## src/design/p2fb_pkg.sv

```systemverilog
package p2fb_pkg;

  localparam int CMD_W   = 3;
  localparam int COORD_W = 16;
  localparam int COLOR_W = 2;
  // signed working width for coordinate math (16-bit inputs plus flip/offset growth)
  localparam int CALC_W  = 18;

  localparam logic [CMD_W-1:0] CMD_WRITE = 3'd0;
  localparam logic [CMD_W-1:0] CMD_READ  = 3'd1;
  localparam logic [CMD_W-1:0] CMD_FILL  = 3'd2;
  localparam logic [CMD_W-1:0] CMD_HLINE = 3'd3;
  localparam logic [CMD_W-1:0] CMD_VLINE = 3'd4;

  localparam logic [1:0] REG_WIDTH    = 2'd0;
  localparam logic [1:0] REG_HEIGHT   = 2'd1;
  localparam logic [1:0] REG_ROTATION = 2'd2;

  typedef logic [7:0] mask_arr_t [4];
  localparam mask_arr_t CLEAR_MASK = '{8'hFC, 8'hF3, 8'hCF, 8'h3F};

endpackage

```

## src/design/p2fb_map.sv

```systemverilog
module p2fb_map #(
  parameter int WW  = 9,
  parameter int HW  = 7,
  parameter int RXW = 8,
  parameter int RYW = 6
) (
  input  logic signed [p2fb_pkg::CALC_W-1:0] px,
  input  logic signed [p2fb_pkg::CALC_W-1:0] py,
  input  logic [WW-1:0]                      eff_w,
  input  logic [HW-1:0]                      eff_h,
  input  logic [1:0]                         rotation,
  output logic                               ok,
  output logic [RXW-1:0]                     rx,
  output logic [RYW-1:0]                     ry
);

  logic signed [p2fb_pkg::CALC_W-1:0] w_s;
  logic signed [p2fb_pkg::CALC_W-1:0] h_s;
  logic signed [p2fb_pkg::CALC_W-1:0] a;
  logic signed [p2fb_pkg::CALC_W-1:0] b;

  assign w_s = p2fb_pkg::CALC_W'(eff_w);
  assign h_s = p2fb_pkg::CALC_W'(eff_h);

  always_comb begin
    case (rotation)
      2'd1: begin
        a = w_s - 18'sd1 - py;
        b = px;
      end
      2'd2: begin
        a = w_s - 18'sd1 - px;
        b = h_s - 18'sd1 - py;
      end
      2'd3: begin
        a = py;
        b = h_s - 18'sd1 - px;
      end
      default: begin
        a = px;
        b = py;
      end
    endcase
  end

  assign ok = (a >= 0) && (b >= 0) && (a < w_s) && (b < h_s);
  assign rx = a[RXW-1:0];
  assign ry = b[RYW-1:0];

endmodule

```

## config.mk

```make
export PLATFORM = sky130hd
export DESIGN_NAME = p2fb_map
export DESIGN_NICKNAME = d
export VERILOG_FILES = /design/src/design/p2fb_pkg.sv /design/src/design/p2fb_map.sv
export SDC_FILE = /design/constraint.sdc
export NUM_CORES = 1
export LEC_CHECK = 0
export BUFFER_PORTS_ARGS = -buffer_cell sky130_fd_sc_hd__buf_2
export CAP_MARGIN = 40
export CORE_UTILIZATION = 59
export DETAILED_ROUTE_END_ITERATION = 7
export PLACE_DENSITY = 0.86
export SLEW_MARGIN = 10
export SYNTH_ARGS = -nofsm -noshare
export SYNTH_HDL_FRONTEND = slang
export SYNTH_SLANG_ARGS = --single-unit
```

## constraint.sdc

```tcl
create_clock -name vclk -period 7.5
set_input_delay 1.5 -clock vclk [all_inputs]
set_output_delay 1.5 -clock vclk [all_outputs]
set_load 0.05 [all_outputs]
```

==> flow_summary.yaml <==
drt:
  via_per_inst: 6.58
  antenna_left: 0
  wl_per_cell_um: 16.5
  vias: 4029
  drc_errors: 0
  wl_um: 10100
  dr.pass1.iters: 5
  drt_iter0_markers: 320
critical_path:
  worstPathRequired_ns: 6.00
  worstSetupPathType: "in2out"
  cp_common_cell: "ha_1"
  critical_path.cell_chain: "buf_2 > inv_1 > ha_1 > buf_4 > mux2i_1 > ha_1 > nor2b_1 > o31a_1 > o21a_1 > or3_1 > a32oi_1 > o21ai_4 > ha_1 > a21o_1 > a21oi_1 > o21ai_0 > a21o_1 > a2111oi_4 > buf_2"
  critical_path.max_stage_delay_ns: 0.39
  crit_fanout: 5
  cp-end-kind: "primary output"
  critPathSlowestCell: "a2111oi_4"
  path_buf_inv: 4
  crit_path_start_kind: "input port"
  arrival_ns: 5.80
  critPathTopFamily: "compound AO/OA/AOI/OAI gates"
global_routing:
  antenna_found_initial: 0
  grt_pass1_vias: 3674
  grt_pass1_wl_um: 16600
  grt_usage: 0.325
  grt_max_degree: 24
  overflow: 0
timing:
  hold_viol: 0
  setup_tns_ns: 0
  setup_violations: 0
  fin_ws_ns: 0.198
  maxSlewViolCount: 0
  max_freq_mhz: 137
  tightest_slew_ns: 0.920
  slew_headroom: 0.369
  rsz0062_at_grt: "false"
  period_share: 0.974
  post-route-min-period_ns: 7.30
floorplanning:
  start_util: 0.613
  rows: 27
  die_area_um2: 6070
  dieWidth_um: 77.9
  io_pins: 69
  fp.dieH_um: 77.9
  coreArea_um2: 5540
logic_synthesis:
  synth_cell_type_count: 65
  synth_fp_nets: 587
  synthMuxAreaShare: 0.119
  syn-cell-area_um2: 3400
  synth_seq_area_share: 0
  synth.avg_cell_area_um2: 7.08
  synth_xor_area_frac: 0.0670
  synth_top_family_by_area: "compound AO/OA/AOI/OAI gates"
  yosys_warnings: 0
  synth_compound_area_frac: 0.337
  synth_fa_ha_area_frac: 0.203
  synth-simple-area-share: 0.210
  synthCells: 480
min_path:
  whs_path_depth: 4
  min_from: "py[3]"
  hold_class: "in2out"
  hold_path_end: "ry[3]"
pwr:
  power_frac_comb: 1.000
  p_per_area_nw_per_um2: 93.4
  pwr-share-seq: 0
  ir_worst_vdd_mv: 0.0620
  p_sw_uw: 225
  clkPwrFrac: 0
  switching_share: 0.624
  p_int_uw: 135
  p_leak_nw: 1.83
final_layout:
  areaGrowthSynthToFinish_pct: 13.5
  layout_commonest_cell: "buf_2"
  regArea_um2: 0
  final_cell_mix: "buf_2, ha_1, inv_1"
  multi_input_area_um2: 3220
  clockBufferCount: 0
  drive_gt1_frac: 0.178
  nNetsFinal: 649
  seq_cell_count: 0
  num-fill-cells: 491
  insertedDiodeCount: 0
  fin_util: 0.696
placement:
  gp_congestion: 0.982
  dp_hpwl_um: 8430
  post-place-ws_ns: 0.241
  port-buffer-count: 69
clock_network:
  cts_setup_buffers: 0
status:
  status: "finished, final reports clean"
flow_run:
  max-cap-violations: 0
[cells in the mapped netlist (2+ instances only)]
library cell | n | area, um2
fa_1 | 2 | 40.0
nand2_1 | 33 | 124
a211oi_1 | 7 | 52.6
o31ai_1 | 4 | 30.0
clkbuf_1 | 11 | 41.3
a211o_1 | 2 | 17.5
buf_1 | 3 | 11.3
mux2_2 | 3 | 33.8
o31a_1 | 3 | 26.3
nor4_1 | 6 | 37.5
nand4_1 | 4 | 25.0
xnor2_1 | 19 | 166
ha_1 | 51 | 638
mux2i_1 | 37 | 370
nand3_1 | 13 | 65.1
or2_2 | 4 | 25.0
a21oi_1 | 34 | 170
a221oi_1 | 10 | 87.6
nor2_1 | 26 | 97.6
and3_1 | 4 | 25.0
nor3_1 | 8 | 40.0
nor2b_1 | 7 | 43.8
o221ai_1 | 2 | 17.5
a31oi_1 | 7 | 43.8
a21boi_0 | 2 | 15.0
o211ai_1 | 13 | 97.6
o21ai_0 | 35 | 175
or4_1 | 5 | 37.5
nand3b_1 | 2 | 15.0
a2bb2oi_1 | 2 | 17.5
a21o_1 | 12 | 90.1
a22oi_1 | 5 | 37.5
or3_1 | 6 | 37.5
or3_4 | 2 | 22.5
xor2_1 | 7 | 61.3
nand2b_1 | 6 | 37.5
o21a_1 | 13 | 97.6
inv_1 | 38 | 143
and2_1 | 3 | 18.8
a311oi_1 | 4 | 35.0
[logic make-up after synthesis]
| kind of cell | Yosys count |
|---|---|
| mux | 40 |
| fa+ha+maj | 54 |
| buf+inv | 55 |
| compound gates | 169 |
| simple gates | 136 |
| xor+xnor | 26 |
[through the flow]
step / std cells / hold WS (ns) / area, um2 / total power, mW
floorplan: 480 / 3.21 / 3440 / 0.262
global placement: 612 / 3.46 / 3850 / 0.339
detailed placement: 612 / 3.46 / 3850 / 0.352
CTS: 612 / 3.46 / 3850 / 0.354
global route: 612 / 3.48 / 3860 / 0.392
finish: 612 / 3.47 / 3860 / 0.360
[worst max-delay path by stage]
stage	startpoint	to	slack (ns)	depth (start not counted)
after global routing	rotation[1]	ok	0.002	16
after global placement	rotation[0]	ok	0.45	19
after floorplan	rotation[0]	ok	0.13	19
final	rotation[0]	ok	0.20	19
after detailed placement	rotation[0]	ok	0.24	19
after CTS	rotation[0]	ok	0.23	19
[power groups by stage]
stage | combinational (mW) | sequential [mW] | clock, mW
final | 0.360 | 0 | 0
after global routing | 0.392 | 0 | 0
after CTS | 0.354 | 0 | 0
after detailed placement | 0.352 | 0 | 0
after global placement | 0.339 | 0 | 0
after floorplan | 0.262 | 0 | 0
[timing repair]
item | 4_1_cts | 5_1_grt
setup endpoints to repair | 0 | 1
resized for setup | 0 | 1
hold buffers | 0 | 0
[metal layers]
| layer | global-route usage | up-vias | routed length, um | part of all wire |
|---|---|---|---|---|
| met3 | 0.0200 | 22 | 597 | 0.059 |
| li1 | - | 1969 | - | - |
| met4 | 0.0463 | 0 | 139 | 0.014 |
| met5 | 0 | - | 0 | 0 |
| met1 | 0.422 | 1860 | 4440 | 0.44 |
| met2 | 0.596 | 178 | 4940 | 0.49 |
[cell type report]
type | instances | area share
inverter | 38 | 0.0370
multi-input combinational | 425 | 0.835
tap | 72 | 0.0233
timing repair buffer | 77 | 0.105
(Power assumes the default switching activity.)
